## src/sv/double_buffer_capture_uplink_ctrl_defines.svh

```systemverilog
// Assertion macros used by the capture and uplink controller core.
`ifndef DOUBLE_BUFFER_CAPTURE_UPLINK_CTRL_DEFINES_SVH
`define DOUBLE_BUFFER_CAPTURE_UPLINK_CTRL_DEFINES_SVH

// Checks a consequence in the same cycle as its antecedent.
`define DBCU_ASSERT_NOW(label, ante, cons, msg) \
  label: assert property (@(posedge clk) disable iff (!rst_n) (ante) |-> (cons)) \
    else $error(msg);

// Checks a consequence in the cycle after its antecedent.
`define DBCU_ASSERT_NEXT(label, ante, cons, msg) \
  label: assert property (@(posedge clk) disable iff (!rst_n) (ante) |=> (cons)) \
    else $error(msg);

`endif

```

## src/sv/dbcu_pkg.sv

```systemverilog
// Shared types and constants of the capture and uplink controller.
package dbcu_pkg;

  localparam int unsigned CFG_W     = 8;
  localparam int unsigned CFG_IDX_W = 2;

  typedef enum logic [CFG_IDX_W-1:0] {
    CFG_ACK_CODE   = 2'd0,
    CFG_IMAGE_COLS = 2'd1,
    CFG_IMAGE_ROWS = 2'd2,
    CFG_BODY_LEN   = 2'd3
  } cfg_idx_t;

  localparam logic [CFG_W-1:0] ACK_CODE_RST   = 8'd6;
  localparam logic [CFG_W-1:0] IMAGE_COLS_RST = 8'd40;
  localparam logic [CFG_W-1:0] IMAGE_ROWS_RST = 8'd40;
  localparam logic [CFG_W-1:0] BODY_LEN_RST   = 8'd4;

  typedef enum logic [2:0] {
    UP_INIT       = 3'd0,
    UP_CONFIG     = 3'd1,
    UP_CONFIG_ACK = 3'd2,
    UP_IMAGE      = 3'd3,
    UP_IMAGE_ACK  = 3'd4,
    UP_SENT       = 3'd5
  } uplink_state_t;

  typedef enum logic [1:0] {
    CAP_INACTIVE  = 2'd0,
    CAP_IDLE      = 2'd1,
    CAP_CAPTURING = 2'd2
  } capture_state_t;

  typedef enum logic [2:0] {
    SEND_NONE     = 3'd0,
    SEND_CFG_HDR  = 3'd1,
    SEND_CFG_BODY = 3'd2,
    SEND_IMG_HDR  = 3'd3,
    SEND_IMG_DATA = 3'd4
  } send_kind_t;

  typedef struct packed {
    logic [CFG_W-1:0] ack_code;
    logic [CFG_W-1:0] image_cols;
    logic [CFG_W-1:0] image_rows;
    logic [CFG_W-1:0] body_len;
  } cfg_regs_t;

  typedef struct packed {
    logic       sensing_enable;
    logic       link_busy;
    logic       rx_valid;
    logic [7:0] rx_byte;
    logic       capture_done;
  } tick_t;

  typedef struct packed {
    send_kind_t     send_kind;
    logic           send_buffer;
    logic [15:0]    header_length;
    logic           rx_consume;
    logic           launch_capture;
    logic           capture_buffer;
    uplink_state_t  uplink_phase;
    capture_state_t capture_phase;
    logic [1:0]     buffers_full;
  } result_t;

endpackage

```

## src/sv/dbcu_cfg_regs.sv

```systemverilog
// Configuration register file with reset values and indexed writes.
module dbcu_cfg_regs (
  input  logic                                clk,
  input  logic                                rst_n,
  input  logic                                cfg_wr_en,
  input  logic [dbcu_pkg::CFG_IDX_W-1:0]      cfg_index,
  input  logic [dbcu_pkg::CFG_W-1:0]          cfg_wdata,
  output dbcu_pkg::cfg_regs_t                 cfg
);
  import dbcu_pkg::*;

  cfg_regs_t cfg_r;
  cfg_regs_t cfg_nxt;

  always_comb begin
    cfg_nxt = cfg_r;
    if (cfg_wr_en) begin
      case (cfg_idx_t'(cfg_index))
        CFG_ACK_CODE:   cfg_nxt.ack_code   = cfg_wdata;
        CFG_IMAGE_COLS: cfg_nxt.image_cols = cfg_wdata;
        CFG_IMAGE_ROWS: cfg_nxt.image_rows = cfg_wdata;
        CFG_BODY_LEN:   cfg_nxt.body_len   = cfg_wdata;
        default:        cfg_nxt = cfg_r;
      endcase
    end
  end

  always_ff @(posedge clk) begin
    if (!rst_n) begin
      cfg_r.ack_code   <= ACK_CODE_RST;
      cfg_r.image_cols <= IMAGE_COLS_RST;
      cfg_r.image_rows <= IMAGE_ROWS_RST;
      cfg_r.body_len   <= BODY_LEN_RST;
    end else begin
      cfg_r <= cfg_nxt;
    end
  end

  assign cfg = cfg_r;

endmodule

```

## src/sv/dbcu_in_stage.sv

```systemverilog
// Input register stage that holds one control tick until the core takes it.
module dbcu_in_stage (
  input  logic            clk,
  input  logic            rst_n,
  input  logic            in_valid,
  output logic            in_stall,
  input  dbcu_pkg::tick_t in_tick,
  input  logic            advance,
  output logic            tick_valid,
  output dbcu_pkg::tick_t tick
);
  import dbcu_pkg::*;

  logic  valid_r;
  logic  valid_nxt;
  tick_t tick_r;
  logic  load;

  assign load     = !valid_r || advance;
  assign in_stall = !load;

  always_comb begin
    valid_nxt = valid_r;
    if (load) begin
      valid_nxt = in_valid;
    end
  end

  always_ff @(posedge clk) begin
    if (!rst_n) begin
      valid_r <= 1'b0;
    end else begin
      valid_r <= valid_nxt;
    end
  end

  always_ff @(posedge clk) begin
    if (load && in_valid) begin
      tick_r <= in_tick;
    end
  end

  assign tick_valid = valid_r;
  assign tick       = tick_r;

endmodule

```

## src/sv/dbcu_ctrl_core.sv

```systemverilog
// Uplink and capture state machines with the shared buffer full flags.
`include "double_buffer_capture_uplink_ctrl_defines.svh"
module dbcu_ctrl_core (
  input  logic                clk,
  input  logic                rst_n,
  input  logic                step,
  input  dbcu_pkg::tick_t     tick,
  input  dbcu_pkg::cfg_regs_t cfg,
  output dbcu_pkg::result_t   result
);
  import dbcu_pkg::*;

  uplink_state_t  up_r;
  uplink_state_t  up_nxt;
  capture_state_t cap_r;
  capture_state_t cap_nxt;
  logic [7:0]     last_rx_r;
  logic [7:0]     last_rx_nxt;
  logic           send_idx_r;
  logic           send_idx_nxt;
  logic           fill_idx_r;
  logic           fill_idx_nxt;
  logic [1:0]     flags_r;
  logic [1:0]     flags_mid;
  logic [1:0]     flags_nxt;

  send_kind_t     kind;
  logic           sbuf;
  logic [15:0]    hlen;
  logic           consume;
  logic           launch;
  logic           cbuf;
  logic [15:0]    img_len;
  logic           acked;

  assign img_len = {8'd0, cfg.image_cols} * {8'd0, cfg.image_rows};
  assign acked   = (last_rx_r == cfg.ack_code);

  always_comb begin
    up_nxt = up_r;
    case (up_r)
      UP_CONFIG: begin
        if (!tick.sensing_enable) begin
          up_nxt = UP_INIT;
        end else if (!tick.link_busy) begin
          up_nxt = UP_CONFIG_ACK;
        end
      end
      UP_CONFIG_ACK, UP_IMAGE_ACK: begin
        if (!tick.sensing_enable) begin
          up_nxt = UP_INIT;
        end else if (tick.rx_valid && !acked) begin
          up_nxt = up_r;
        end else if (!tick.link_busy && acked) begin
          up_nxt = (up_r == UP_CONFIG_ACK) ? UP_IMAGE : UP_SENT;
        end
      end
      UP_IMAGE: begin
        if (!tick.sensing_enable) begin
          up_nxt = UP_INIT;
        end else if (!tick.link_busy && (|flags_r)) begin
          up_nxt = UP_IMAGE_ACK;
        end
      end
      UP_SENT: begin
        if (!tick.link_busy) begin
          up_nxt = UP_IMAGE;
        end
      end
      default: up_nxt = tick.sensing_enable ? UP_CONFIG : UP_INIT;
    endcase
  end

  always_comb begin
    kind         = SEND_NONE;
    sbuf         = 1'b0;
    hlen         = 16'd0;
    consume      = 1'b0;
    last_rx_nxt  = last_rx_r;
    send_idx_nxt = send_idx_r;
    flags_mid    = flags_r;
    case (up_r)
      UP_CONFIG: begin
        if (tick.sensing_enable && !tick.link_busy) begin
          kind = SEND_CFG_HDR;
          hlen = {8'd0, cfg.body_len};
        end
      end
      UP_CONFIG_ACK, UP_IMAGE_ACK: begin
        if (tick.sensing_enable) begin
          if (tick.rx_valid && !acked) begin
            last_rx_nxt = tick.rx_byte;
            consume     = 1'b1;
          end else if (!tick.link_busy && acked) begin
            if (up_r == UP_CONFIG_ACK) begin
              kind = SEND_CFG_BODY;
            end else begin
              kind        = SEND_IMG_DATA;
              sbuf        = send_idx_r;
              last_rx_nxt = 8'd0;
            end
          end
        end
      end
      UP_IMAGE: begin
        if (tick.sensing_enable && !tick.link_busy && (|flags_r)) begin
          send_idx_nxt = !flags_r[0];
          kind         = SEND_IMG_HDR;
          sbuf         = !flags_r[0];
          hlen         = img_len;
        end
      end
      UP_SENT: begin
        if (!tick.link_busy) begin
          flags_mid[send_idx_r] = 1'b0;
        end
      end
      default: kind = SEND_NONE;
    endcase
  end

  always_comb begin
    cap_nxt = cap_r;
    case (cap_r)
      CAP_IDLE: begin
        if (!tick.sensing_enable) begin
          cap_nxt = CAP_INACTIVE;
        end else if (!(&flags_mid)) begin
          cap_nxt = CAP_CAPTURING;
        end
      end
      CAP_CAPTURING: begin
        if (!tick.sensing_enable) begin
          cap_nxt = CAP_INACTIVE;
        end else if (tick.capture_done) begin
          cap_nxt = CAP_IDLE;
        end
      end
      default: cap_nxt = tick.sensing_enable ? CAP_IDLE : CAP_INACTIVE;
    endcase
  end

  always_comb begin
    launch       = 1'b0;
    cbuf         = 1'b0;
    fill_idx_nxt = fill_idx_r;
    flags_nxt    = flags_mid;
    case (cap_r)
      CAP_IDLE: begin
        if (tick.sensing_enable && !(&flags_mid)) begin
          fill_idx_nxt = flags_mid[0];
          launch       = 1'b1;
          cbuf         = flags_mid[0];
        end
      end
      CAP_CAPTURING: begin
        if (tick.sensing_enable && tick.capture_done) begin
          flags_nxt[fill_idx_r] = 1'b1;
        end
      end
      default: launch = 1'b0;
    endcase
  end

  always_ff @(posedge clk) begin
    if (!rst_n) begin
      up_r       <= UP_INIT;
      cap_r      <= CAP_INACTIVE;
      last_rx_r  <= 8'd0;
      send_idx_r <= 1'b0;
      fill_idx_r <= 1'b0;
      flags_r    <= 2'b00;
    end else if (step) begin
      up_r       <= up_nxt;
      cap_r      <= cap_nxt;
      last_rx_r  <= last_rx_nxt;
      send_idx_r <= send_idx_nxt;
      fill_idx_r <= fill_idx_nxt;
      flags_r    <= flags_nxt;
    end
  end

  always_comb begin
    result.send_kind      = kind;
    result.send_buffer    = sbuf;
    result.header_length  = hlen;
    result.rx_consume     = consume;
    result.launch_capture = launch;
    result.capture_buffer = cbuf;
    result.uplink_phase   = up_nxt;
    result.capture_phase  = cap_nxt;
    result.buffers_full   = flags_nxt;
  end

  `DBCU_ASSERT_NOW(a_launch_free, step && launch, !flags_mid[cbuf] && cap_nxt == CAP_CAPTURING, "capture launched into a full buffer")
  `DBCU_ASSERT_NEXT(a_data_clears_ack, step && kind == SEND_IMG_DATA, last_rx_r == 8'd0, "stored byte not cleared after image data")
  `DBCU_ASSERT_NOW(a_consume_valid, step && consume, tick.rx_valid && up_nxt == up_r && !acked, "byte consumed without a valid byte")

endmodule

```

## src/sv/dbcu_out_stage.sv

```systemverilog
// Result register that holds one beat until the downstream side takes it.
module dbcu_out_stage (
  input  logic              clk,
  input  logic              rst_n,
  input  logic              tick_valid,
  input  dbcu_pkg::result_t result,
  input  logic              out_stall,
  output logic              advance,
  output logic              out_valid,
  output dbcu_pkg::result_t out_result
);
  import dbcu_pkg::*;

  logic    valid_r;
  logic    valid_nxt;
  result_t result_r;

  assign advance = !valid_r || !out_stall;

  always_comb begin
    valid_nxt = valid_r;
    if (advance) begin
      valid_nxt = tick_valid;
    end
  end

  always_ff @(posedge clk) begin
    if (!rst_n) begin
      valid_r <= 1'b0;
    end else begin
      valid_r <= valid_nxt;
    end
  end

  always_ff @(posedge clk) begin
    if (advance && tick_valid) begin
      result_r <= result;
    end
  end

  assign out_valid  = valid_r;
  assign out_result = result_r;

endmodule

```

## src/sv/double_buffer_capture_uplink_ctrl.sv

```systemverilog
// Top level of the double-buffer capture and uplink controller.
//
// Channel   Direction  Handshake            Beat
// in_       input      in_valid / in_stall  one control tick
// out_      output     out_valid/out_stall  one result per tick
// cfg_      input      cfg_wr_en            one register write
//
// A beat is registered in the input register when accepted and its result in the
// result register when it advances; one beat per cycle while out_stall is low.
// Both state machines update in the cycle a tick moves into the result register.
// Reset is synchronous; it clears the controller state and the valid flags.
// A stalled result holds both registers; the input register takes one more
// beat only while it is empty.
module double_buffer_capture_uplink_ctrl (
  input  logic                           clk,
  input  logic                           rst_n,
  input  logic                           cfg_wr_en,
  input  logic [dbcu_pkg::CFG_IDX_W-1:0] cfg_index,
  input  logic [dbcu_pkg::CFG_W-1:0]     cfg_wdata,
  input  logic                           in_valid,
  output logic                           in_stall,
  input  logic                           in_sensing_enable,
  input  logic                           in_link_busy,
  input  logic                           in_rx_valid,
  input  logic [7:0]                     in_rx_byte,
  input  logic                           in_capture_done,
  output logic                           out_valid,
  input  logic                           out_stall,
  output logic [2:0]                     out_send_kind,
  output logic                           out_send_buffer,
  output logic [15:0]                    out_header_length,
  output logic                           out_rx_consume,
  output logic                           out_launch_capture,
  output logic                           out_capture_buffer,
  output logic [2:0]                     out_uplink_phase,
  output logic [1:0]                     out_capture_phase,
  output logic [1:0]                     out_buffers_full
);
  import dbcu_pkg::*;

  cfg_regs_t cfg;
  tick_t     in_tick;
  tick_t     tick;
  logic      tick_valid;
  logic      advance;
  logic      step;
  result_t   result;
  result_t   out_result;

  assign in_tick.sensing_enable = in_sensing_enable;
  assign in_tick.link_busy      = in_link_busy;
  assign in_tick.rx_valid       = in_rx_valid;
  assign in_tick.rx_byte        = in_rx_byte;
  assign in_tick.capture_done   = in_capture_done;

  assign step = tick_valid && advance;

  dbcu_cfg_regs u_cfg_regs (
    .clk       (clk),
    .rst_n     (rst_n),
    .cfg_wr_en (cfg_wr_en),
    .cfg_index (cfg_index),
    .cfg_wdata (cfg_wdata),
    .cfg       (cfg)
  );

  dbcu_in_stage u_in_stage (
    .clk        (clk),
    .rst_n      (rst_n),
    .in_valid   (in_valid),
    .in_stall   (in_stall),
    .in_tick    (in_tick),
    .advance    (advance),
    .tick_valid (tick_valid),
    .tick       (tick)
  );

  dbcu_ctrl_core u_ctrl_core (
    .clk    (clk),
    .rst_n  (rst_n),
    .step   (step),
    .tick   (tick),
    .cfg    (cfg),
    .result (result)
  );

  dbcu_out_stage u_out_stage (
    .clk        (clk),
    .rst_n      (rst_n),
    .tick_valid (tick_valid),
    .result     (result),
    .out_stall  (out_stall),
    .advance    (advance),
    .out_valid  (out_valid),
    .out_result (out_result)
  );

  assign out_send_kind      = out_result.send_kind;
  assign out_send_buffer    = out_result.send_buffer;
  assign out_header_length  = out_result.header_length;
  assign out_rx_consume     = out_result.rx_consume;
  assign out_launch_capture = out_result.launch_capture;
  assign out_capture_buffer = out_result.capture_buffer;
  assign out_uplink_phase   = out_result.uplink_phase;
  assign out_capture_phase  = out_result.capture_phase;
  assign out_buffers_full   = out_result.buffers_full;

endmodule

```

## config.mk

```make
export PLATFORM = sky130hd
export DESIGN_NAME = double_buffer_capture_uplink_ctrl
export DESIGN_NICKNAME = d
export VERILOG_FILES = /design/src/sv/dbcu_pkg.sv /design/src/sv/dbcu_cfg_regs.sv /design/src/sv/dbcu_in_stage.sv /design/src/sv/dbcu_ctrl_core.sv /design/src/sv/dbcu_out_stage.sv /design/src/sv/double_buffer_capture_uplink_ctrl.sv
export VERILOG_INCLUDE_DIRS = /design/src /design/src/sv
export SDC_FILE = /design/constraint.sdc
export NUM_CORES = 1
export LEC_CHECK = 0
export ABC_CLOCK_PERIOD_IN_PS = 6330
export CAP_MARGIN = 20
export CORE_ASPECT_RATIO = 1.75
export CORE_MARGIN = 2
export CORE_UTILIZATION = 50
export CTS_CLUSTER_DIAMETER = 80
export CTS_CLUSTER_SIZE = 14
export DETAILED_ROUTE_END_ITERATION = 8
export DONT_BUFFER_PORTS = 1
export GPL_TIMING_DRIVEN = 0
export SLEW_MARGIN = 30
export SYNTH_ARGS = -nofsm -noshare
export SYNTH_HDL_FRONTEND = slang
export SYNTH_SLANG_ARGS = --single-unit
export TNS_END_PERCENT = 10
```

## constraint.sdc

```tcl
create_clock -name clk -period 6.33 [get_ports clk]
set_clock_uncertainty 0.1 [all_clocks]
set_input_delay 0.633 -clock clk [delete_from_list [all_inputs] [get_ports clk]]
set_output_delay 0.633 -clock clk [all_outputs]
set_load 0.01 [all_outputs]
```

After elaboration in Yosys (flattened, before gate mapping). Index checks and enable logic that the tools add are counted. W data, S select, Z words.

Reductions and logical operators: 35. Muxes and demuxes: 46. $lt $le $gt $ge: 4. Equal/unequal tests: 12. Bitwise gates (word level): 3. $mul: 1.

Operator list (count): $mux W3 (13); $mux W8 (4); $pmux W16 S2 (1); $mux W2 (9); $mul A8 B8 Y16 (1); $mux W16 (1); $reduce_and A2 Y1 (7); $mux W1 (12); $pmux W3 S4 (1); $logic_and A1 B1 Y1 (11); $pmux W3 S3 (1); $eq A8 B8 Y1 (1); $logic_not A1 Y1 (8); $eq A2 B2 Y1 const B (3); $eq A3 B2 Y1 const B (2); $eq A3 B3 Y1 const B (2); $reduce_and A3 Y1 (2); $reduce_and A5 Y1 (1); $eq A2 B1 Y1 const B (2); $lt A1 B2 Y1 const B (2); $pmux W2 S2 (1); $reduce_or A2 Y1 (2); $eq A3 B1 Y1 const B (1); $and A2 B2 Y2 (1); 9 further kinds (12).

Bits in registers: 93. Bits of input ports: 27. Output and inout port bits: 32. Word-level logic and storage cells: 127.

Logic depth before layout (Yosys ltp).
Word-level depth: 12. Depth in mapped cells: 15. Depth with buffers taken out: 15.

Hierarchy. Synthesis repeated with hierarchy kept, for this count alone.

Cells, all modules: 567. Area, all modules: 5906.9 um^2.

Modules (own cells, without submodules): dbcu_ctrl_core (area each 3326.9 um^2, seq. area each 340.3 um^2, cells each 395, instances 1); dbcu_cfg_regs (area each 1223.7 um^2, seq. area each 640.6 um^2, cells each 120, instances 1); dbcu_out_stage (area each 942.2 um^2, seq. area each 920.9 um^2, cells each 35, instances 1); dbcu_in_stage (area each 407.9 um^2, seq. area each 380.4 um^2, cells each 16, instances 1); double_buffer_capture_uplink_ctrl (area each 6.3 um^2, seq. area each 0.0 um^2, cells each 1, instances 1).

Worst setup path before layout. OpenSTA, ideal clock, no wires.

Path type: register to register. Start point: register u_cfg_regs.cfg_r (netlist bit u_cfg_regs.cfg[15]). End point: register u_out_stage.result_r (netlist bit u_out_stage.out_result[25]), data pin. Cell stages (with the launch flop): 16. Slack: 1.907 ns. Setup time: 0.267 ns. Required time: 5.963 ns. Data arrival time: 4.056 ns. Period minus slack after synthesis: 4.423 ns. Buffers on the path: 1. Path through: dfxtp_1 -> clkbuf_1 -> nand2_1 -> fa_1 -> fa_1 -> inv_1 -> fa_1 -> inv_1 -> fa_1 -> inv_1 -> ha_1 -> o21ai_0 -> or2_1 -> a2111oi_2 -> o21ai_0 -> nor3b_2.

RTL lines: start: declaration (line dbcu_cfg_regs.sv:12) `cfg_regs_t cfg_r;`; start signal: assignment (line dbcu_cfg_regs.sv:35) `cfg_r <= cfg_nxt;`; end signal: assignment (line dbcu_out_stage.sv:37) `result_r <= result;`; end: declaration (line dbcu_out_stage.sv:16) `result_t result_r;`.

==> metrics.txt <==
vias in the first global route=4296; IO buf count=0; Slew HR=58.7%; via count=4275; initial core utilization=51.5%; filler cell count=1043; Arr. time, crit path=4.81 ns; fin crit share=between 70% and 80%; RR Startpoint=u_cfg_regs.cfg[15]; min-delay src=in_capture_done; post-layout min period=4.83 ns; Final Max Slew Viols=0; wire per inst=18.2 µm; Vias per Instance=5.63; router iterations before antenna repair=6; top_reg_cell synth=dfxtp_1; largest net degree at the start of global routing=28; Async SR Flop Fraction=0%; Remaining DRCs=0; syn_nets=708; P_leak=2.78 nW; Synth area leaders=edfxtp_1, dfxtp_1, fa_1; Final ANT Viol Nets=0; max cap viols=0; Core ar.=0.0116 mm²; wirelength, routed=13800 µm; worst-path maximum fanout=9; critical path class=flip-flop to flip-flop; Pint=1.03 mW; final setup TNS=0 ns; drt initial violations=~220; combinational power share=about an eighth; CP Launch Type=flip-flop; final cell count without fillers=759; Clock Tree Root=clkbuf_16; Die Y-Extent=around 150 µm; first-pass GRT wire length=22200 µm; site row count=52; slew at the pin closest to its max-slew limit=slightly above 0.6 ns; area leader, netlist=edfxtp_1; CP Cell Sequence=clkbuf_1 > nand2_1 > fa_1 > fa_1 > inv_1 > fa_1 > inv_1 > fa_1 > inv_1 > ha_1 > o21ai_0 > or2_1 > a2111oi_2 > o21ai_0 > nor3b_2; layout cell share with drive strength beyond 1=5.61%; highest-delay cell along the critical path=fa_1; CTS resizes=0; switching share of power=26.5%; worst vdd ir=~0.18 mV; H-Tree Depth=3; Layout area overhead=8.34%; FF+latch count, synth=93; total gr overflow=0; Post-CTS Setup Inserts=0; Hold-fix buffers, CTS=0; Clock Latency Late Sink=0.35 ns; Synth Warn #=0; initial antenna violation count=0; Peak Freq=a little over 200 MHz; top cell type's share of synthesized area=a little over a fifth; Seq pwr share=48.3%; die span in x=slightly below 90 µm; n_diodes=0; crit path buf inv count=4; clock sink count=93; DP HPWL=about 11000 µm; Power, Total=1.40 mW; CP Capture Type=flip-flop; EDFF count, synth=between 40 and 50; Placed Cells incl. Taps=743; worst hold path type=input port to flip-flop; final hold vios=0; syn avg cell area=a little under 10 µm²; CTS tree=yes; status=complete, no violations; Tot GR Track Use=22.6%; CTS Buffer Depth=2; Distinct cells, synth=60; Clock transition at path regs=0.07 ns; CP startpoint=u_cfg_regs.cfg[15]; Util after Layout=between 50% and 60%; CP peak stage delay=about 0.56 ns; Final setup violation count=0; Crit path max-delay family=adder cells; Crit path top cell by count=fa_1; Mapped Area=0.00596 mm²; Num CTS Buffers=9; Switch Pwr=372 µW; cells after synthesis=607; Die ar.=0.0128 mm²; sequential area share after synthesis=38.3%; Clock Power Share=39.8%; Routability Congestion=~0.86; RSZ-0062 raised after global routing=no; # IOs=59; nets=720; PwrDens=217 mW/mm²; required time worst endpoint=6.32 ns
[cell families after synthesis]
kind of cell,after synthesis,synth area share (%)
AO/OA/AOI/OAI,110,12.6
multiplexers,11,2.06
buffers and inverters,75,4.91
XOR/XNOR,15,2.20
adder cells (fa/ha/maj),74,20.1
AND/OR/NAND/NOR,229,19.8
flip-flops,93,38.3
[flip-flops by register name, indices dropped and copies added (netlist names)]
| signal | cells |
|---|---|
| u_in_stage.tick | 12 |
| u_out_stage.out_valid | 1 |
| u_ctrl_core.fill_idx_r | 1 |
| u_ctrl_core.cap_r | 2 |
| u_out_stage.out_result | 30 |
| u_ctrl_core.send_idx_r | 1 |
| u_ctrl_core.up_r | 3 |
| u_cfg_regs.cfg | 32 |
| u_ctrl_core.flags_r | 2 |
| u_in_stage.tick_valid | 1 |
| u_ctrl_core.last_rx_r | 8 |
[per-stage QoR]
stage               worst slack (ns)  instance area, µm²  hold slack, ns
global placement                1.43                6130           0.344
global route                    1.20                6460           0.258
detailed placement              1.48                6150           0.352
finish                          1.50                6460           0.278
floorplan                       1.91                5960           0.334
CTS                             1.45                6460           0.267
[path summary, 6_finish.rpt]
kind,slack [ns],depth (start not counted),end
max,1.50,15,u_out_stage.out_result[25]
min,0.28,0,u_in_stage.tick[0]
max reg2reg,1.50,15,u_out_stage.out_result[25]
min reg2reg,0.36,2,u_cfg_regs.cfg[0]
[synth_stat cells, types with 14 or more instances]
cell type	instances
a21boi_1	21
a21oi_1	19
and2_1	52
clkbuf_1	14
dfxtp_1	51
edfxtp_1	42
fa_1	36
ha_1	38
inv_1	55
nand2_1	98
nor2_1	22
o21ai_1	19
[placed cells by master (no fill, tap or decap), types with 4 or more instances in the layout]
cell type  count
edfxtp_1      42
nor2_1        22
nor3_1         6
a21oi_1       19
mux2i_1       10
and3_1         5
or2_1          5
a21o_1         5
inv_1         55
fa_1          36
a22o_1         4
xor2_1        11
clkbuf_16      9
o21ai_1       19
dfxtp_1       51
o21ai_0       10
nand2_1       98
a21boi_1      21
a211oi_1       4
ha_1          38
nand3_1       10
nor2b_1        9
clkbuf_1      13
nand2b_1       5
and2_1        52
xnor2_1        4
[power by group through the flow]
stage                     Clock, mW  Combinational [mW]  Sequential [mW]
after floorplan                   0               0.125            0.683
after global placement            0               0.163            0.692
after detailed placement          0               0.169            0.692
after CTS                     0.570               0.171            0.678
after global routing          0.592               0.188            0.681
final                         0.559               0.167            0.678
[routing by layer]
layer | track usage, % | part of all wire (%)
met5 | 0 | 0
met2 | 44.1 | 59
met1 | 23.7 | 36
met3 | 2.94 | 1.9
met4 | 8.59 | 2.3
[area by class of cell]
class	count	area (µm²)	area share (%)
multi-input combinational	439	3390	52.5
sequential	93	2280	35.3
clock buffer	9	225	3.49
inverter	56	210	3.26
tap	135	169	2.62
buffer	19	83.8	1.30
clock inverter	7	78.8	1.22
timing repair buffer	1	20.0	0.310
(Power assumes the default switching activity.)
